## src/design/i2cme_pkg.sv

```systemverilog
// i2cme_pkg: shared types, command codes, register indexes and phase codes of the
// I2C master byte engine. Used by i2cme_core and i2c_master_byte_engine; depends on nothing.
package i2cme_pkg;

    localparam int DelayW = 16;
    localparam int TimeoutW = 8;
    localparam int ModeW = 4;
    localparam int ByteW = 8;
    localparam int BitCntW = 4;
    localparam int InW = 16;
    localparam int OutW = 16;

    localparam logic [DelayW-1:0]   DELAY_RESET = 16'd100;
    localparam logic [TimeoutW-1:0] TIMEOUT_RESET = 8'd250;
    localparam logic [BitCntW-1:0]  BITS_PER_BYTE = 4'd8;

    localparam logic CFG_DELAY = 1'b0;
    localparam logic CFG_TIMEOUT = 1'b1;

    localparam logic [ModeW-1:0] CMD_START = 4'd0;
    localparam logic [ModeW-1:0] CMD_STOP = 4'd1;
    localparam logic [ModeW-1:0] CMD_SEND = 4'd2;
    localparam logic [ModeW-1:0] CMD_WAIT_ACK = 4'd3;
    localparam logic [ModeW-1:0] CMD_READ_ACK = 4'd4;
    localparam logic [ModeW-1:0] CMD_READ_NACK = 4'd5;
    localparam logic [ModeW-1:0] CMD_ACK = 4'd6;
    localparam logic [ModeW-1:0] CMD_NACK = 4'd7;
    localparam logic [ModeW-1:0] CMD_CLEAR = 4'd8;

    typedef enum logic [4:0] {
        PH_IDLE    = 5'd0,
        PH_ST_A    = 5'd1,
        PH_ST_B    = 5'd2,
        PH_ST_C    = 5'd3,
        PH_SP_A    = 5'd4,
        PH_SP_B    = 5'd5,
        PH_SP_C    = 5'd6,
        PH_TX_LO   = 5'd7,
        PH_TX_HI   = 5'd8,
        PH_WA_REL  = 5'd9,
        PH_WA_CLK  = 5'd10,
        PH_WA_POLL = 5'd11,
        PH_WA_END  = 5'd12,
        PH_TO_A    = 5'd13,
        PH_TO_B    = 5'd14,
        PH_TO_C    = 5'd15,
        PH_RX_HI   = 5'd16,
        PH_RX_LO   = 5'd17,
        PH_AK_SDA  = 5'd18,
        PH_AK_HI   = 5'd19,
        PH_AK_LO   = 5'd20,
        PH_AK_REL  = 5'd21
    } phase_t;

    typedef struct packed {
        phase_t              phase;
        logic [ModeW-1:0]    command_held;
        logic [BitCntW-1:0]  bit_count;
        logic [ByteW-1:0]    shift_reg;
        logic [DelayW-1:0]   delay_count;
        logic [TimeoutW-1:0] poll_count;
        logic                scl_level;
        logic                sda_level;
        logic                sticky_error;
        logic                last_ack_missing;
        logic [ByteW-1:0]    read_byte;
    } eng_state_t;

    typedef struct packed {
        logic             cmd_valid;
        logic [ModeW-1:0] mode;
        logic [ByteW-1:0] write_byte;
        logic             sda_in;
    } tick_in_t;

endpackage

```

## src/design/i2c_master_byte_engine.sv

```systemverilog
// i2c_master_byte_engine: I2C master that moves one bus tick per input word.
// Depends on i2cme_pkg and i2cme_core.
//
//  port group  | dir | word contents
//  s_*         | in  | one bus tick: command offer, mode, byte to send, sampled SDA
//  m_*         | out | line levels and status after that tick
//  cfg_*       | in  | register writes: 0 delay_ticks, 1 ack_timeout
//
// One input word is taken per cycle unless a stalled result holds acceptance; its result
// word is registered at the same edge and offered from the next cycle.
// The engine state and the result register update together on each accepted word.
// A stalled result holds input acceptance only while the result register is full.
// Reset clears the engine to idle with both lines released.
module i2c_master_byte_engine
(
    input  logic                             clk,
    input  logic                             rst_n,
    input  logic                             s_tvalid,
    output logic                             s_tready,
    // [0] cmd_valid, [4:1] mode, [12:5] write_byte, [13] sda_in, [15:14] unused
    input  logic [i2cme_pkg::InW-1:0]        s_tdata,
    output logic                             m_tvalid,
    input  logic                             m_tready,
    // [0] scl_out, [1] sda_out, [2] busy_res, [3] done_res, [11:4] read_data,
    // [12] ack_missing, [13] error_flag, [15:14] zero
    output logic [i2cme_pkg::OutW-1:0]       m_tdata,
    input  logic                             cfg_we,
    input  logic                             cfg_index,
    input  logic [i2cme_pkg::DelayW-1:0]     cfg_wdata
);

    i2cme_pkg::eng_state_t state_reg;
    i2cme_pkg::eng_state_t state_next;
    i2cme_pkg::tick_in_t tick;
    logic [i2cme_pkg::DelayW-1:0] delay_ticks_reg;
    logic [i2cme_pkg::TimeoutW-1:0] ack_timeout_reg;
    logic m_tvalid_reg;
    logic [i2cme_pkg::OutW-1:0] m_tdata_reg;
    logic done;
    logic accept;

    assign tick.cmd_valid = s_tdata[0];
    assign tick.mode = s_tdata[4:1];
    assign tick.write_byte = s_tdata[12:5];
    assign tick.sda_in = s_tdata[13];

    assign s_tready = !m_tvalid_reg || m_tready;
    assign accept = s_tvalid && s_tready;
    assign m_tvalid = m_tvalid_reg;
    assign m_tdata = m_tdata_reg;

    i2cme_core u_core
    (
        .cur         (state_reg),
        .tick        (tick),
        .delay_ticks (delay_ticks_reg),
        .ack_timeout (ack_timeout_reg),
        .nxt         (state_next),
        .done        (done)
    );

    always_ff @(posedge clk or negedge rst_n)
    begin
        if (!rst_n)
        begin
            delay_ticks_reg <= i2cme_pkg::DELAY_RESET;
            ack_timeout_reg <= i2cme_pkg::TIMEOUT_RESET;
        end
        else if (cfg_we)
        begin
            case (cfg_index)
                i2cme_pkg::CFG_DELAY:   delay_ticks_reg <= cfg_wdata;
                i2cme_pkg::CFG_TIMEOUT: ack_timeout_reg <= cfg_wdata[i2cme_pkg::TimeoutW-1:0];
                default: ;
            endcase
        end
    end

    always_ff @(posedge clk or negedge rst_n)
    begin
        if (!rst_n)
        begin
            state_reg <= '{phase: i2cme_pkg::PH_IDLE, scl_level: 1'b1, sda_level: 1'b1,
                           default: '0};
            m_tvalid_reg <= 1'b0;
        end
        else
        begin
            if (accept)
            begin
                state_reg <= state_next;
                m_tvalid_reg <= 1'b1;
            end
            else if (m_tready)
            begin
                m_tvalid_reg <= 1'b0;
            end
        end
    end

    always_ff @(posedge clk)
    begin
        if (accept)
        begin
            m_tdata_reg <= {2'b00, state_next.sticky_error, state_next.last_ack_missing,
                            state_next.read_byte, done,
                            state_next.phase != i2cme_pkg::PH_IDLE,
                            state_next.sda_level, state_next.scl_level};
        end
    end

`ifndef SYNTHESIS
    a_accept_gives_word: assert property (@(posedge clk) disable iff (!rst_n)
        accept |=> m_tvalid)
        else $error("accepted word produced no result");
    a_done_not_busy: assert property (@(posedge clk) disable iff (!rst_n)
        m_tvalid |-> !(m_tdata[3] && m_tdata[2]))
        else $error("done and busy in the same word");
    a_idle_no_delay: assert property (@(posedge clk) disable iff (!rst_n)
        state_reg.phase == i2cme_pkg::PH_IDLE |-> state_reg.delay_count == '0)
        else $error("delay count left running in idle");
    a_bit_count_range: assert property (@(posedge clk) disable iff (!rst_n)
        state_reg.bit_count <= i2cme_pkg::BITS_PER_BYTE)
        else $error("bit count past one byte");
`endif

endmodule

```

## src/design/i2cme_core.sv

```systemverilog
// i2cme_core: next-state logic of the bus-timing engine for one tick.
// Depends on i2cme_pkg.
module i2cme_core
(
    input  i2cme_pkg::eng_state_t        cur,
    input  i2cme_pkg::tick_in_t          tick,
    input  logic [i2cme_pkg::DelayW-1:0]   delay_ticks,
    input  logic [i2cme_pkg::TimeoutW-1:0] ack_timeout,
    output i2cme_pkg::eng_state_t        nxt,
    output logic                         done
);

    i2cme_pkg::phase_t ent_ph;
    logic ent_en;
    logic fin;
    logic wants_ack;
    logic [i2cme_pkg::DelayW-1:0] dly_dec;

    always_comb
    begin
        nxt = cur;
        ent_en = 1'b0;
        ent_ph = i2cme_pkg::PH_IDLE;
        fin = 1'b0;
        done = 1'b0;
        dly_dec = cur.delay_count;

        if (cur.phase == i2cme_pkg::PH_IDLE)
        begin
            if (tick.cmd_valid && tick.mode <= i2cme_pkg::CMD_CLEAR)
            begin
                nxt.command_held = tick.mode;
                nxt.bit_count = '0;
                case (tick.mode)
                    i2cme_pkg::CMD_START:
                    begin
                        ent_en = 1'b1;
                        ent_ph = i2cme_pkg::PH_ST_A;
                    end
                    i2cme_pkg::CMD_STOP:
                    begin
                        ent_en = 1'b1;
                        ent_ph = i2cme_pkg::PH_SP_A;
                    end
                    i2cme_pkg::CMD_SEND:
                    begin
                        nxt.shift_reg = tick.write_byte;
                        ent_en = 1'b1;
                        ent_ph = i2cme_pkg::PH_TX_LO;
                    end
                    i2cme_pkg::CMD_WAIT_ACK:
                    begin
                        ent_en = 1'b1;
                        ent_ph = i2cme_pkg::PH_WA_REL;
                    end
                    i2cme_pkg::CMD_READ_ACK, i2cme_pkg::CMD_READ_NACK:
                    begin
                        nxt.shift_reg = '0;
                        ent_en = 1'b1;
                        ent_ph = i2cme_pkg::PH_RX_HI;
                    end
                    i2cme_pkg::CMD_ACK, i2cme_pkg::CMD_NACK:
                    begin
                        ent_en = 1'b1;
                        ent_ph = i2cme_pkg::PH_AK_SDA;
                    end
                    default:
                    begin
                        nxt.sticky_error = 1'b0;
                        nxt.last_ack_missing = 1'b0;
                        done = 1'b1;
                    end
                endcase
            end
        end
        else if (cur.phase == i2cme_pkg::PH_WA_POLL)
        begin
            if (!tick.sda_in)
            begin
                nxt.last_ack_missing = 1'b0;
                ent_en = 1'b1;
                ent_ph = i2cme_pkg::PH_WA_END;
            end
            else if (cur.poll_count >= ack_timeout)
            begin
                nxt.last_ack_missing = 1'b1;
                nxt.sticky_error = 1'b1;
                ent_en = 1'b1;
                ent_ph = i2cme_pkg::PH_TO_A;
            end
            else
            begin
                nxt.poll_count = cur.poll_count + 1'b1;
            end
        end
        else
        begin
            if (cur.delay_count != '0)
            begin
                dly_dec = cur.delay_count - 1'b1;
            end
            nxt.delay_count = dly_dec;
            if (dly_dec == '0)
            begin
                case (cur.phase)
                    i2cme_pkg::PH_ST_A:   begin ent_en = 1'b1; ent_ph = i2cme_pkg::PH_ST_B; end
                    i2cme_pkg::PH_ST_B:   begin ent_en = 1'b1; ent_ph = i2cme_pkg::PH_ST_C; end
                    i2cme_pkg::PH_SP_A:   begin ent_en = 1'b1; ent_ph = i2cme_pkg::PH_SP_B; end
                    i2cme_pkg::PH_SP_B:   begin ent_en = 1'b1; ent_ph = i2cme_pkg::PH_SP_C; end
                    i2cme_pkg::PH_TX_LO:  begin ent_en = 1'b1; ent_ph = i2cme_pkg::PH_TX_HI; end
                    i2cme_pkg::PH_TX_HI:
                    begin
                        nxt.bit_count = cur.bit_count + 1'b1;
                        nxt.shift_reg = {cur.shift_reg[i2cme_pkg::ByteW-2:0], 1'b0};
                        if (nxt.bit_count >= i2cme_pkg::BITS_PER_BYTE)
                        begin
                            fin = 1'b1;
                        end
                        else
                        begin
                            ent_en = 1'b1;
                            ent_ph = i2cme_pkg::PH_TX_LO;
                        end
                    end
                    i2cme_pkg::PH_WA_REL: begin ent_en = 1'b1; ent_ph = i2cme_pkg::PH_WA_CLK; end
                    i2cme_pkg::PH_WA_CLK: begin ent_en = 1'b1; ent_ph = i2cme_pkg::PH_WA_POLL; end
                    i2cme_pkg::PH_TO_A:   begin ent_en = 1'b1; ent_ph = i2cme_pkg::PH_TO_B; end
                    i2cme_pkg::PH_TO_B:   begin ent_en = 1'b1; ent_ph = i2cme_pkg::PH_TO_C; end
                    i2cme_pkg::PH_TO_C:   begin ent_en = 1'b1; ent_ph = i2cme_pkg::PH_WA_END; end
                    i2cme_pkg::PH_RX_HI:
                    begin
                        nxt.shift_reg = {cur.shift_reg[i2cme_pkg::ByteW-2:0], tick.sda_in};
                        nxt.bit_count = cur.bit_count + 1'b1;
                        ent_en = 1'b1;
                        ent_ph = i2cme_pkg::PH_RX_LO;
                    end
                    i2cme_pkg::PH_RX_LO:
                    begin
                        ent_en = 1'b1;
                        if (cur.bit_count >= i2cme_pkg::BITS_PER_BYTE)
                        begin
                            nxt.read_byte = cur.shift_reg;
                            ent_ph = i2cme_pkg::PH_AK_SDA;
                        end
                        else
                        begin
                            ent_ph = i2cme_pkg::PH_RX_HI;
                        end
                    end
                    i2cme_pkg::PH_AK_SDA: begin ent_en = 1'b1; ent_ph = i2cme_pkg::PH_AK_HI; end
                    i2cme_pkg::PH_AK_HI:  begin ent_en = 1'b1; ent_ph = i2cme_pkg::PH_AK_LO; end
                    i2cme_pkg::PH_AK_LO:
                    begin
                        if (cur.command_held == i2cme_pkg::CMD_READ_ACK
                            || cur.command_held == i2cme_pkg::CMD_ACK)
                        begin
                            ent_en = 1'b1;
                            ent_ph = i2cme_pkg::PH_AK_REL;
                        end
                        else
                        begin
                            fin = 1'b1;
                        end
                    end
                    default: fin = 1'b1;
                endcase
            end
        end

        wants_ack = (nxt.command_held == i2cme_pkg::CMD_READ_ACK)
            || (nxt.command_held == i2cme_pkg::CMD_ACK);

        if (ent_en)
        begin
            nxt.phase = ent_ph;
            nxt.delay_count = (delay_ticks == '0) ? 16'd1 : delay_ticks;
            case (ent_ph)
                i2cme_pkg::PH_ST_A:
                begin
                    nxt.sda_level = 1'b1;
                    nxt.scl_level = 1'b1;
                end
                i2cme_pkg::PH_ST_B: nxt.sda_level = 1'b0;
                i2cme_pkg::PH_ST_C: nxt.scl_level = 1'b0;
                i2cme_pkg::PH_SP_A, i2cme_pkg::PH_TO_A: nxt.sda_level = 1'b0;
                i2cme_pkg::PH_SP_B, i2cme_pkg::PH_TO_B: nxt.scl_level = 1'b1;
                i2cme_pkg::PH_SP_C, i2cme_pkg::PH_TO_C: nxt.sda_level = 1'b1;
                i2cme_pkg::PH_TX_LO:
                begin
                    if (nxt.bit_count != '0)
                    begin
                        nxt.scl_level = 1'b0;
                    end
                    nxt.sda_level = nxt.shift_reg[i2cme_pkg::ByteW-1];
                end
                i2cme_pkg::PH_TX_HI:   nxt.scl_level = 1'b1;
                i2cme_pkg::PH_WA_REL:  nxt.sda_level = 1'b1;
                i2cme_pkg::PH_WA_CLK:  nxt.scl_level = 1'b1;
                i2cme_pkg::PH_WA_POLL: nxt.poll_count = '0;
                i2cme_pkg::PH_WA_END:  nxt.scl_level = 1'b0;
                i2cme_pkg::PH_RX_HI:
                begin
                    nxt.scl_level = 1'b1;
                    if (nxt.bit_count == '0)
                    begin
                        nxt.sda_level = 1'b1;
                    end
                end
                i2cme_pkg::PH_RX_LO:  nxt.scl_level = 1'b0;
                i2cme_pkg::PH_AK_SDA: nxt.sda_level = !wants_ack;
                i2cme_pkg::PH_AK_HI:  nxt.scl_level = 1'b1;
                i2cme_pkg::PH_AK_LO:  nxt.scl_level = 1'b0;
                i2cme_pkg::PH_AK_REL: nxt.sda_level = 1'b1;
                default: ;
            endcase
        end
        else if (fin)
        begin
            if (cur.command_held == i2cme_pkg::CMD_SEND)
            begin
                nxt.scl_level = 1'b0;
                nxt.sda_level = 1'b1;
            end
            nxt.phase = i2cme_pkg::PH_IDLE;
            nxt.delay_count = '0;
            done = 1'b1;
        end
    end

endmodule
```

## config.mk

```make
export PLATFORM = sky130hd
export DESIGN_NAME = i2c_master_byte_engine
export DESIGN_NICKNAME = d
export VERILOG_FILES = /design/src/design/i2cme_pkg.sv /design/src/design/i2c_master_byte_engine.sv /design/src/design/i2cme_core.sv
export SDC_FILE = /design/constraint.sdc
export NUM_CORES = 1
export LEC_CHECK = 0
export ABC_AREA = 1
export CORE_MARGIN = 5
export CORE_UTILIZATION = 50
export CTS_CLUSTER_DIAMETER = 200
export CTS_CLUSTER_SIZE = 14
export DETAILED_ROUTE_END_ITERATION = 7
export DONT_BUFFER_PORTS = 1
export PLACE_DENSITY = 0.68
export SETUP_SLACK_MARGIN = 0.2
export SYNTH_ARGS = -nofsm -noshare
export SYNTH_HDL_FRONTEND = slang
export SYNTH_SLANG_ARGS = --single-unit
```

## constraint.sdc

```tcl
create_clock -name clk -period 3.2 [get_ports clk]
set_clock_uncertainty 0.2 [all_clocks]
set_input_delay 0.96 -clock clk [delete_from_list [all_inputs] [get_ports clk]]
set_output_delay 0.96 -clock clk [all_outputs]
set_load 0.03 [all_outputs]
```

Word level (Yosys, flattened, before mapping)
Cells that the tools add are included.
{"block": "op_classes", "n_reduce_logical": 30, "eq_ne": 55, "bitwise_logic": 1, "magnitude_cmp": 4, "n_addsub": 3, "n_mux": 74}
{"operator": "$mux W16", "n": 7}
{"operator": "$mux W8", "n": 10}
{"operator": "$pmux W5 S16", "n": 1}
{"operator": "$eq A5 B4 Y1 const B", "n": 15}
{"operator": "$eq A5 B5 Y1 const B", "n": 11}
{"operator": "$mux W5", "n": 8}
{"operator": "$eq A5 B3 Y1 const B", "n": 7}
{"operator": "$eq A4 B3 Y1 const B", "n": 8}
{"operator": "$logic_not A16 Y1", "n": 2}
{"operator": "$pmux W5 S6", "n": 1}
{"operator": "$mux W28", "n": 1}
{"operator": "$mux W1", "n": 25}
{"operator": "$mux W12", "n": 2}
{"operator": "$mux W24", "n": 1}
{"operator": "$pmux W12 S2", "n": 1}
{"operator": "$mux W2", "n": 9}
{"operator": "$pmux W8 S2", "n": 1}
{"operator": "$reduce_bool A16 Y1", "n": 1}
{"operator": "$sub A16 B1 Y16 const B", "n": 1}
{"operator": "$eq A5 B2 Y1 const B", "n": 3}
{"operator": "$reduce_or A14 Y1", "n": 1}
{"operator": "$eq A4 B2 Y1 const B", "n": 3}
{"operator": "$eq A5 B1 Y1 const B", "n": 2}
{"operator": "$pmux W1 S3", "n": 3}
{"operator": "32 further kinds", "n": 43}
{"block": "totals", "word_cells": 183, "register_bits": 96, "out_inout_bits": 18, "in_bits": 38}

Logic depth before layout (Yosys ltp)
Gate-level depths: netlist of the first run.
{"block": "depth", "depth_word": 12, "ltp_mapped": 25, "depth_no_buf": 25}

Cells and area by module
Synthesis of the first run repeated with hierarchy kept, for this count alone.
{"block": "unflattened", "hier_cells": 971, "area_unflattened_um2": 6575.1}
{"module": "i2c_master_byte_engine", "instances": 1, "seq_area_each_um2": 2486.1, "area_each_um2": 3656.0, "cells_per_inst": 367}
{"module": "i2cme_core", "instances": 1, "seq_area_each_um2": 0.0, "area_each_um2": 2919.0, "cells_per_inst": 604}

Worst setup path after synthesis of the first run
OpenSTA, ideal clock, no wires.
{"block": "synth_path", "kind": "input-to-reg", "start": "in s_tdata[1] (netlist bit)", "end": "reg m_tdata_reg, in the netlist m_tdata[0] (data pin)", "slack_ps": 121, "required_time_ps": 2745, "setup_time_ps": 255, "path_stages": 17, "t_arrival_ps": 2625, "n_path_buf": 0, "cell_sequence": "inv_1 -> nand3_1 -> a21boi_1 -> inv_1 -> nor2_2 -> inv_2 -> nor2_1 -> inv_1 -> or2_1 -> nand3_2 -> inv_2 -> nor2_1 -> nand2_1 -> o211ai_1 -> a21oi_1 -> nand2_1 -> nand2_2"}
{"item": "start, declared", "line": "i2c_master_byte_engine.sv:21", "text": "input logic [i2cme_pkg::InW-1:0] s_tdata,"}
{"item": "end signal, assigned", "line": "i2c_master_byte_engine.sv:105", "text": "m_tdata_reg <= {2'b00, state_next.sticky_error, state_next.last_ack_missing,"}
{"item": "end, declared", "line": "i2c_master_byte_engine.sv:38", "text": "logic [i2cme_pkg::OutW-1:0] m_tdata_reg;"}

Worst setup path in the final report of the first run
{"block": "layout_path", "start": "reg state_reg[20] (netlist bit)", "end": "reg state_reg[18] (netlist bit)"}
{"block": "layout_via", "elab_chain_cells": 11, "word_cells_on_any_way": 15, "classes_between": "add/sub (1); eq/ne (1); mux (11); reduce/logical (2)"}
{"item": "start, declared", "line": "i2c_master_byte_engine.sv:32", "text": "i2cme_pkg::eng_state_t state_reg;"}
{"item": "start signal, assigned", "line": "i2c_master_byte_engine.sv:83", "text": "state_reg <= '{phase: i2cme_pkg::PH_IDLE, scl_level: 1'b1, sda_level: 1'b1,"}
{"item": "start signal, assigned", "line": "i2c_master_byte_engine.sv:91", "text": "state_reg <= state_next;"}
{"item": "$sub A16 B1 Y16 or $reduce_bool A16 Y1 (tied branches)", "line": "i2cme_core.sv:100, i2cme_core.sv:98"}
{"item": "$mux W16 (*)", "line": "i2cme_core.sv:98", "text": "if (cur.delay_count != '0)"}
{"item": "$mux W16 (*)", "line": "i2cme_core.sv:76", "text": "else if (cur.phase == i2cme_pkg::PH_WA_POLL)"}
{"item": "$mux W16 (*)", "line": "i2cme_core.sv:28", "text": "if (cur.phase == i2cme_pkg::PH_IDLE)"}
{"item": "$logic_not A16 Y1 (*)", "line": "i2cme_core.sv:103", "text": "if (dly_dec == '0)"}
{"item": "$mux W5", "line": "i2cme_core.sv:103"}
{"item": "$mux W5", "line": "i2cme_core.sv:76"}
{"item": "$mux W5", "line": "i2cme_core.sv:28"}
{"item": "$eq A5 B4 Y1", "line": "i2cme_core.sv:177", "text": "case (ent_ph)"}
{"item": "$mux W8", "line": "i2cme_core.sv:177"}
{"item": "$mux W8 (*)", "line": "i2cme_core.sv:173", "text": "if (ent_en)"}
Mark *: on every way between the ends. The rest lies on a longest branch, timed or not. The select of a mux whose other input is x is not followed.
A chain may end at the register's enable or synchronous reset.

==> summary.txt, run 1 <==
Outcome
  • Status: finished clean

Timing
  • Crit share post-route: 93.6%
  • Setup TNS: 0 ns
  • Final Hold Fails: 0
  • Final Critical Period: about 3.0 ns
  • Worst slew pin tran: ~0.73 ns
  • Fmax: approximately 330 MHz
  • RSZ-0062 raised after global routing: yes
  • Hold WS: 0.0999 ns
  • Final setup viols: 0
  • Slew headroom: just over 50%
  • Final Max Tran Viols: 0

Synth
  • Synth top area cells: dfrtp_1 29%, nand2_1 15%, edfxtp_1 6.8%
  • Syn avg cell area: between 7 and 8 um^2
  • Dominant synthesized flop cell: dfrtp_1
  • Synth Warn #: 0
  • FF+latch count, synth: between 90 and 100
  • Post-synthesis cell count: 853
  • Post-synth top area cell: dfrtp_1
  • Area fraction of the dominant cell type after synthesis: 28.6%
  • FFs w/ async S/R, synth: 85.4%
  • Unique masters post-synth: 52
  • Sequential-to-total area share from yosys stat: 40.0%
  • Post-synth EDFFs: 14
  • Cell area after synthesis: 6210 um^2

Clocking
  • TritonCTS Sinks: 96
  • Worst-Skew Late Latency: about 0.35 ns
  • Clk slew on worst S/H paths: approximately 0.070 ns
  • Clock buffer count from CTS: 9
  • Htree depth: 3
  • Clk root buf: clkbuf_16
  • CTS tree: done
  • Maximum root-to-sink buffer count: 2

Global routing
  • Largest net degree at the start of global routing: 83
  • Antenna violations before repair: 0
  • First-pass GRT wire length: between 20000 and 30000 um
  • Tot GR Track Use: between 20 and 25%
  • Vias in the first global route: 5373
  • Gr ovfl total: 0

Drt
  • Via/cell ratio: around 5.3
  • WL/cell: 15.2 um
  • Final ANT Viol Nets: 0
  • Pre-Repair DR Iteration Count: 5
  • Via count: around 5800
  • DR iter-0 viols: about 410
  • Drt total wl: 16600 um
  • DRC errors left: 0

Placed design
  • GPL Wtd Cong: just over 0.9
  • Port Buffers: 0
  • Dpl hpwl: ~12000 um

Layout
  • Synthesis-to-layout area growth: 21.3%
  • Layout cells sized above 1: between 20% and 30%
  • Final nets: a little under 1000
  • Ant. Diodes: 0
  • Largest register FFs: between 50 and 60

Power
  • Peak supply drop: roughly 430 uV
  • Power Dens Cells: a little over 900 nW/um^2
  • LEAKAGE: approximately 0.0035 uW

Job
  • Max cap viols: 0

Hold path
  • Min-delay worst type: input port to asynchronous set/reset pin

Die
  • Core area: 12100 um^2
  • Io pins: 56
  • Initial Util: 51.3%
  • Full die area: ~15000 um^2
  • Row cnt: 40
  • Die H: roughly 120 um
  • Die Span X: 121 um

Critical path
  • CP max FO: 5
  • Req. time, crit path: between 3 and 4 ns
  • Arrival time worst endpoint: between 3 and 4 ns
  • FF-to-FF Start: state_reg[20]
  • Setup crit start kind: flip-flop
  • Setup CP Type: flip-flop to flip-flop
  • CP endpoint kind: flip-flop
  • Reg2Reg Depth: 18
  • R2r setup slk: a little over 0.2 ns
  • RR Endpoint: state_reg[18]
-- synth_stat cells, types with 3 or more instances --
| library cell | number |
|---|---|
| nand2_1 | 250 |
| inv_1 | 109 |
| nor2_1 | 74 |
| o21ai_0 | 73 |
| dfrtp_1 | 71 |
| nand3_1 | 51 |
| o21ai_1 | 17 |
| a21oi_1 | 15 |
| edfxtp_1 | 14 |
| nand4_1 | 13 |
| nor2_2 | 13 |
| ha_1 | 12 |
| dfstp_2 | 11 |
| inv_2 | 10 |
| nand2_2 | 10 |
| a31oi_1 | 9 |
| o21ai_2 | 9 |
| mux2_2 | 8 |
| clkbuf_1 | 7 |
| nor3_1 | 7 |
| nor2_4 | 6 |
| nor4_1 | 5 |
| xor2_1 | 5 |
| buf_4 | 4 |
| buf_6 | 4 |
| or2_2 | 4 |
| buf_2 | 3 |
| nand3_2 | 3 |
| nand3_4 | 3 |
| o211ai_1 | 3 |
| o31ai_1 | 3 |
-- logic make-up (layout without fill, tap and decap cells) --
logic type / count (synthesis) / in the layout / share of synthesized area (%)
buf+inv: 138 / 203 / 9.13
compound gates: 142 / 142 / 13.2
fa+ha+maj: 12 / 12 / 2.42
mux: 8 / 8 / 1.45
xor+xnor: 7 / 7 / 0.987
other cells: 1 / 2 / 0.0604
flops: 96 / 96 / 40.0
simple gates: 449 / 450 / 32.8
-- worst max path at each step --
| stage | cells after the start | endpoint | slack, ns | startpoint |
|---|---|---|---|---|
| after floorplan | 17 | m_tdata[0] | 0.20 | s_tdata[1] |
| after global placement | 16 | state_reg[16] | 0.1 | s_tdata[1] |
| after detailed placement | 18 | state_reg[18] | 0.04 | ack_timeout_reg[1] |
| after CTS | 19 | state_reg[19] | 0.21 | state_reg[21] |
| after global routing | 18 | state_reg[16] | 0.04 | ack_timeout_reg[3] |
| final | 18 | state_reg[18] | 0.20 | state_reg[20] |
-- worst max-delay path, cell delays in order, from the launching register on --
cell     delay (ns)
dfrtp_1        0.41
inv_2          0.09
ha_4           0.15
nand2_4        0.08
nor2_4         0.18
nand3_4        0.15
buf_12         0.18
nand2_8        0.07
nand2_2        0.06
nor2_4         0.22
nand3_4        0.15
nor2_4         0.15
nor2_4         0.06
inv_2          0.06
nand4_1        0.20
nor2_2         0.22
buf_4          0.13
or2_1          0.09
inv_1          0.04
-- layout by cell type, fill, tap and decap left out, types with 5 or more instances in the layout --
cell	netlist	final
nor2_1	74	56
nand2_2	10	27
nand2_1	250	227
ha_4	0	5
buf_4	4	62
xor2_1	5	5
dfstp_2	11	11
clkbuf_16	0	9
inv_1	109	97
nand3_2	3	7
nor3_1	7	7
inv_2	10	22
nor2_4	6	18
o21ai_0	73	69
ha_1	12	7
nand4_1	13	13
edfxtp_1	14	14
o21ai_1	17	20
nor2_2	13	19
dfrtp_1	71	67
nand2_4	1	6
a31oi_1	9	9
nand3_1	51	47
o21ai_2	9	10
a21oi_1	15	13
mux2_2	8	8
-- report_power, final --
group | leakage, uW | switching [uW] | internal [uW] | total [uW]
Clock | 0.000133 | 474 | 610 | 1080
Combinational | 0.00224 | 2480 | 1450 | 3930
Sequential | 0.00115 | 373 | 1610 | 1980
Total | 0.00352 | 3330 | 3660 | 6990
-- area by class of cell --
cell class                      instances  area [um^2]
Tap cell                              168          210
Sequential cell                        96         2490
Clock buffer                           12          236
Timing Repair Buffer                   68          568
Fill cell                            1110         4580
Clock inverter                          4         53.8
Inverter                              119          447
Multi-Input combinational cell        621         3520
-- what timing repair did --
item                       in CTS  in global routing
hold buffers                    0                  0
cloned                          1                  0
pin swaps                       3                 35
resized for setup              14                 84
setup endpoints to repair      25                 47
setup buffers                   2                 16
-- routing by layer --
metal	vias up	global-route usage [%]	routed length (um)
met5	-	0	0
met1	2709	31.0	7710
li1	2901	-	-
met4	0	7.35	277
met2	144	35.4	7860
met3	18	3.82	724
-- through the flow --
step	worst slack, ns	total power, uW	util, %	instances	cell area [um^2]
global route	0.0379	7490	62.2	1088	7530
floorplan	0.203	4280	-	854	6220
global placement	0.0981	5200	55.4	1053	6710
finish	0.205	6990	62.2	1088	7530
detailed placement	0.0398	5270	55.4	1053	6710
CTS	0.208	6450	58.5	1072	7080
(Power assumes the default switching activity.)
==> run 2: changes to the inputs <==
--- a/config.mk
+++ b/config.mk
@@ -6,13 +6,13 @@
 export NUM_CORES = 1
 export LEC_CHECK = 0
 export ABC_AREA = 1
+export BUFFER_PORTS_ARGS = -buffer_cell sky130_fd_sc_hd__buf_2
 export CORE_MARGIN = 5
 export CORE_UTILIZATION = 50
 export CTS_CLUSTER_DIAMETER = 200
 export CTS_CLUSTER_SIZE = 14
 export DETAILED_ROUTE_END_ITERATION = 7
-export DONT_BUFFER_PORTS = 1
-export PLACE_DENSITY = 0.68
+export PLACE_DENSITY = 0.69
 export SETUP_SLACK_MARGIN = 0.2
 export SYNTH_ARGS = -nofsm -noshare
 export SYNTH_HDL_FRONTEND = slang
==> constraint.sdc (replaced) <==
create_clock -name clk -period 3.2 [get_ports clk]
set_clock_uncertainty 0.2 [all_clocks]
set_input_delay 0.96 -clock clk [delete_from_list [all_inputs] [get_ports clk]]
set_output_delay 0.96 -clock clk [all_outputs]
set_load 0.005 [all_outputs]
==> summary.txt, run 2 (synthesis results as in run 1) <==
Outcome
  • Status: finished clean (unchanged)

Clocking
  • Maximum root-to-sink buffer count: 2 (unchanged)
  • Clock buffer count from CTS: 9 (unchanged)
  • TritonCTS Sinks: 96 (unchanged)
  • Htree depth: 3 (unchanged)
  • Clk root buf: clkbuf_16 (unchanged)
  • Clk slew on worst S/H paths: 0.07 ns (about the same)
  • Worst-Skew Late Latency: 0.35 ns (about the same)
  • CTS tree: done (unchanged)

Die
  • Core area: 12100 um^2 (unchanged)
  • Full die area: 14800 um^2 (unchanged)
  • Row cnt: 40 (unchanged)
  • Die H: 121 um (unchanged)
  • Initial Util: 51.3% (unchanged)
  • Io pins: 56 (unchanged)
  • Die Span X: 121 um (unchanged)

Power
  • Comb pwr share: 55.3% (was 56.2%)
  • Flop pwr share: 28.8% (was 28.3%)
  • Net switching power figure: 3120 uW (was 3330 uW)
  • Power Dens Cells: 870 nW/um^2 (was 928 nW/um^2)
  • Tot Pwr: 6590 uW (was 6990 uW)
  • Net Sw Frac: 47.3% (was 47.6%)
  • Cell Int Power: 3470 uW (was 3660 uW)
  • Peak supply drop: 452 uV (was 426 uV)
  • Clock share of power: 15.9% (was 15.5%)
  • LEAKAGE: 0.00369 uW (was 0.00352 uW)

Layout
  • Final nets: 1012 (was 965)
  • Largest register FFs: 57 (unchanged)
  • Commonest non-fill, non-tap cell in the layout: nand2_1 (unchanged)
  • Post-route cell area: 7570 um^2 (was 7530 um^2)
  • Finished Layout Cells: 1135 (was 1088)
  • Multi-input logic area: 3360 um^2 (was 3520 um^2)
  • Fin util: 62.5% (was 62.2%)
  • Layout cells sized above 1: 27.4% (was 26.2%)
  • Sequential cell area: 2490 um^2 (about the same)
  • Synthesis-to-layout area growth: 21.9% (was 21.3%)
  • Ant. Diodes: 0 (unchanged)
  • Commonest non-fill, non-tap cells in the layout: 239 x nand2_1, 99 x inv_1, 72 x o21ai_0 (was 227 x nand2_1, 97 x inv_1, 69 x o21ai_0)
  • Filler cells: 1138 (was 1110)

Drt
  • Via count: 5760 (was 5772)
  • Via/cell ratio: 5.07 (was 5.31)
  • Drt total wl: 15500 um (was 16600 um)
  • DRC errors left: 0 (unchanged)
  • Pre-Repair DR Iteration Count: 7 (was 5)
  • DR iter-0 viols: 424 (was 411)
  • Final ANT Viol Nets: 0 (unchanged)
  • WL/cell: 13.7 um (was 15.2 um)

Global routing
  • Tot GR Track Use: 21.5% (was 22.3%)
  • Vias in the first global route: 5312 (was 5373)
  • Gr ovfl total: 0 (unchanged)
  • Antenna violations before repair: 0 (unchanged)
  • Largest net degree at the start of global routing: 50 (was 83)
  • First-pass GRT wire length: 25500 um (was 26200 um)

Timing
  • RSZ-0062 raised after global routing: yes (unchanged)
  • Final setup viols: 0 (unchanged)
  • Crit share post-route: 92.6% (was 93.6%)
  • Final Critical Period: 2.96 ns (was 3.00 ns)
  • Slew headroom: 49.5% (was 51.4%)
  • Fmax: 337 MHz (was 334 MHz)
  • Final Hold Fails: 0 (unchanged)
  • Setup TNS: 0 ns (unchanged)
  • Worst slew pin tran: 0.756 ns (was 0.728 ns)
  • Final Max Tran Viols: 0 (unchanged)

Critical path
  • Setup CP Type: flip-flop to flip-flop (unchanged)
  • CP max FO: 4 (was 5)
  • Req. time, crit path: 3.10 ns (was 3.25 ns)
  • Arrival time worst endpoint: 2.87 ns (was 3.04 ns)
  • CP endpoint kind: flip-flop (unchanged)
  • Setup crit start kind: flip-flop (unchanged)

Job
  • Max cap viols: 0 (unchanged)

Placed design
  • Port Buffers: 51 (was 0)
  • Placed insts: 1108 (was 1053)
  • Dpl hpwl: 11500 um (was 11900 um)
  • Dpl cell area: 7010 um^2 (was 6710 um^2)
  • GPL Wtd Cong: 0.939 (was 0.916)

Hold path
  • Min-delay worst type: flip-flop to flip-flop (was input port to asynchronous set/reset pin)
==> run 2: cell types whose count changed in the layout (fill, tap and decap cells not counted), sizes merged <==
cell,previous run,this run
buf,68,115
bufinv,1,0
clkbuf,12,9
clkinv,0,3
clkinvlp,2,1
inv,120,122
==> run 2: stage by stage <==
step | setup WS (ns) | hold WS, ns
6_report | 0.237 | 0.271
5_1_grt | 0.0116 | 0.298
4_1_cts | 0.201 | 0.272
3_3_place_gp | 0.0492 | 0.255
2_1_floorplan | 0.203 | 0.248
3_5_place_dp | 0.0554 | 0.261
==> run 2: layer usage <==
layer	track usage, %	share of wire (%)	vias up	routed length [um]
li1	-	-	2985	-
met1	31.4	48	2622	7460
met4	6.86	1.8	0	285
met2	32.4	45	134	7020
met3	3.96	4.7	19	725
met5	0	0	-	0
==> run 2: worst max-delay path, cell delays in order, from the launching register on <==
cell	delay, ns
dfstp_2	0.54
inv_1	0.04
ha_1	0.28
a21oi_1	0.14
o21ai_0	0.10
nand2_1	0.06
o2111ai_1	0.10
buf_4	0.19
o21ai_1	0.12
buf_4	0.15
nand3_2	0.11
buf_4	0.17
nor2_1	0.16
a21oi_2	0.09
inv_2	0.05
nand3_1	0.07
nand2_1	0.08
nand4_1	0.09
==> run 2: area by class of cell <==
cell class,count,area share (%)
Clock buffer,9,2.97
Tap cell,168,2.78
Sequential cell,96,32.9
Multi-Input combinational cell,621,44.4
Timing Repair Buffer,115,10.3
Clock inverter,7,0.727
Inverter,119,5.90
==> run 2: path summary, 6_finish.rpt <==
path                                          from                 end  slack [ns]  depth (start not counted)
max in group asynchronous                    rst_n  delay_ticks_reg[2]        1.82                          2
min in group asynchronous                    rst_n  delay_ticks_reg[7]        0.32                          1
worst min-delay path                 state_reg[10]       state_reg[10]        0.27                          2
worst max register to register  ack_timeout_reg[1]          m_tdata[1]        0.24                         17
worst max-delay path            ack_timeout_reg[1]          m_tdata[1]        0.24                         17
worst min register to register       state_reg[10]       state_reg[10]        0.27                          2
==> run 2: timing repair <==
action / 4_1_cts / 5_1_grt
gates cloned: 1 / 0
setup buffers: 0 / 10
pin swaps: 1 / 20
endpoints found under the setup margin: 18 / 45
gates resized for setup: 8 / 54
hold buffers: 0 / 0
==> run 2: power groups by stage <==
stage,clock network (uW),logic [uW],registers (uW)
floorplan,0,2400,1810
global placement,0,3280,1880
detailed placement,0,3300,1880
CTS,1070,3380,1870
global route,1120,4070,1950
finish,1050,3650,1900
==> run 3: changes to the inputs <==
--- a/config.mk
+++ b/config.mk
@@ -7,12 +7,14 @@
 export LEC_CHECK = 0
 export ABC_AREA = 1
 export BUFFER_PORTS_ARGS = -buffer_cell sky130_fd_sc_hd__buf_2
+export CAP_MARGIN = 10
 export CORE_MARGIN = 5
 export CORE_UTILIZATION = 50
 export CTS_CLUSTER_DIAMETER = 200
 export CTS_CLUSTER_SIZE = 14
 export DETAILED_ROUTE_END_ITERATION = 7
 export PLACE_DENSITY = 0.69
+export RECOVER_POWER = 50
 export SETUP_SLACK_MARGIN = 0.2
 export SYNTH_ARGS = -nofsm -noshare
 export SYNTH_HDL_FRONTEND = slang
==> summary.txt, run 3 (synthesis results as in run 1) <==
Outcome
  • Status: finished clean (unchanged)

Layout
  • Fin util: 62.3% (was 62.5%)
  • Largest register FFs: 57 (unchanged)
  • Synthesis-to-layout area growth: 21.5% (was 21.9%)
  • Layout cells sized above 1: 27.0% (was 27.4%)
  • Ant. Diodes: 0 (unchanged)
  • Final nets: 1012 (unchanged)
  • Commonest non-fill, non-tap cells in the layout: 239 x nand2_1, 99 x inv_1, 72 x o21ai_0 (unchanged)
  • Commonest non-fill, non-tap cell in the layout: nand2_1 (unchanged)

Die
  • Full die area: 14800 um^2 (unchanged)
  • Io pins: 56 (unchanged)
  • Die Span X: 121 um (unchanged)
  • Die H: 121 um (unchanged)
  • Core area: 12100 um^2 (unchanged)
  • Row cnt: 40 (unchanged)
  • Initial Util: 51.3% (unchanged)

Clocking
  • Clock buffer count from CTS: 9 (unchanged)
  • Worst-Skew Late Latency: 0.35 ns (about the same)
  • Clk root buf: clkbuf_16 (unchanged)
  • CTS tree: done (unchanged)
  • TritonCTS Sinks: 96 (unchanged)
  • Clk slew on worst S/H paths: 0.07 ns (about the same)
  • Maximum root-to-sink buffer count: 2 (unchanged)
  • Htree depth: 3 (unchanged)

Power
  • LEAKAGE: 0.00367 uW (was 0.00369 uW)
  • Power Dens Cells: 872 nW/um^2 (was 870 nW/um^2)
  • Peak supply drop: 452 uV (about the same)
  • Tot Pwr: 6580 uW (was 6590 uW)

Timing
  • RSZ-0062 raised after global routing: yes (unchanged)
  • Setup TNS: 0 ns (unchanged)
  • Fmax: 338 MHz (was 337 MHz)
  • Slew headroom: 8.29% (was 49.5%)
  • Final Critical Period: 2.96 ns (about the same)
  • Crit share post-route: 92.6% (about the same)
  • Worst slew pin tran: 1.38 ns (was 0.756 ns)
  • Final Max Tran Viols: 0 (unchanged)
  • Final Hold Fails: 0 (unchanged)
  • Final setup viols: 0 (unchanged)

Drt
  • Via count: 5752 (was 5760)
  • Pre-Repair DR Iteration Count: 5 (was 7)
  • DRC errors left: 0 (unchanged)
  • Via/cell ratio: 5.07 (about the same)
  • DR iter-0 viols: 390 (was 424)
  • WL/cell: 13.6 um (was 13.7 um)
  • Final ANT Viol Nets: 0 (unchanged)
  • Drt total wl: 15500 um (about the same)

Global routing
  • Gr ovfl total: 0 (unchanged)
  • Tot GR Track Use: 21.5% (unchanged)
  • First-pass GRT wire length: 25500 um (unchanged)
  • Vias in the first global route: 5312 (unchanged)
  • Antenna violations before repair: 0 (unchanged)
  • Largest net degree at the start of global routing: 50 (unchanged)

Job
  • Max cap viols: 0 (unchanged)

Placed design
  • GPL Wtd Cong: 0.939 (unchanged)
  • Dpl hpwl: 11500 um (unchanged)
  • Port Buffers: 51 (unchanged)

Critical path
  • Arrival time worst endpoint: 2.86 ns (was 2.87 ns)
  • CP max FO: 4 (unchanged)
  • Setup CP Type: flip-flop to flip-flop (unchanged)
  • Slowest stage cell, crit path: dfstp_2 (unchanged)
  • Cell Chain, Critical Path: inv_1 -> ha_1 -> a21oi_1 -> o21ai_0 -> nand2_1 -> o2111ai_1 -> buf_4 -> o21ai_1 -> buf_4 -> nand3_2 -> buf_4 -> nor2_1 -> a21oi_2 -> inv_2 -> nand3_1 -> nand2_1 -> nand4_1 (unchanged)
  • CP endpoint kind: flip-flop (unchanged)
  • Critical path's most frequent cell: buf_4 (unchanged)
  • Setup crit start kind: flip-flop (unchanged)
  • Req. time, crit path: 3.10 ns (about the same)
  • CP max stage delay: 0.54 ns (about the same)

Hold path
  • Min-delay worst type: flip-flop to flip-flop (unchanged)
[run 3: cell types whose count changed in the layout (fill, tap and decap cells not counted), sizes merged]
cell,before,now
buf,115,109
clkbuf,9,15
[run 3: worst max-delay path, delay by kind of cell (launching register included)]
kind | cells | cell delay [ns]
buffers and inverters | 5 | 0.60
and+or+nand+nor | 6 | 0.57
AOI/OAI and AO/OA | 5 | 0.55
DFF | 1 | 0.54
adders and majority gates | 1 | 0.28
[run 3: worst paths after layout]
path	slack, ns	end	cells after the start	start
max	0.24	m_tdata[1]	17	ack_timeout_reg[1]
min	0.27	state_reg[10]	2	state_reg[10]
max reg2reg	0.24	m_tdata[1]	17	ack_timeout_reg[1]
max in group asynchronous	0.50	state_reg[44]	2	rst_n
min reg2reg	0.27	state_reg[10]	2	state_reg[10]
min in group asynchronous	0.71	state_reg[24]	1	rst_n
[run 3: area by class of cell]
cell class                 count  area [um^2]
clock buffer                   9          225
clock inverter                 7         55.1
fill                        1143         4570
inverter                     119          447
multi-input combinational    621         3360
sequential                    96         2490
tap                          168          210
timing repair buffer         115          752
[run 3: report_power, final]
part / leakage (uW) / switching [uW] / internal (uW)
clock: 0.000135 / 513 / 538
sequential: 0.00115 / 293 / 1600
combinational: 0.00239 / 2310 / 1330
[run 3: timing repair]
action | CTS | global route
gates cloned | 1 | 0
hold buffers | 0 | 0
setup endpoints to repair | 18 | 45
pin swaps | 1 | 20
setup buffers | 0 | 10
hold endpoints to repair | 0 | 0
resized for setup | 8 | 54
[run 3: through the flow]
| stage | hold WS, ns | worst slack (ns) | instance area, um^2 | std cells |
|---|---|---|---|---|
| 6_report | 0.271 | 0.238 | 7550 | 1135 |
| 5_1_grt | 0.298 | 0.0116 | 7550 | 1135 |
| 4_1_cts | 0.272 | 0.201 | 7340 | 1125 |
| 3_5_place_dp | 0.261 | 0.0554 | 7010 | 1108 |
| 3_3_place_gp | 0.255 | 0.0492 | 7010 | 1108 |
| 2_1_floorplan | 0.248 | 0.203 | 6220 | 854 |
[run 3: layer usage]
layer / track usage, % / share of wire, % / up-vias
met1: 31.4 / 48 / 2616
met4: 6.86 / 1.8 / 0
li1: - / - / 2986
met3: 3.96 / 4.8 / 18
met2: 32.4 / 46 / 132
met5: 0 / 0 / -
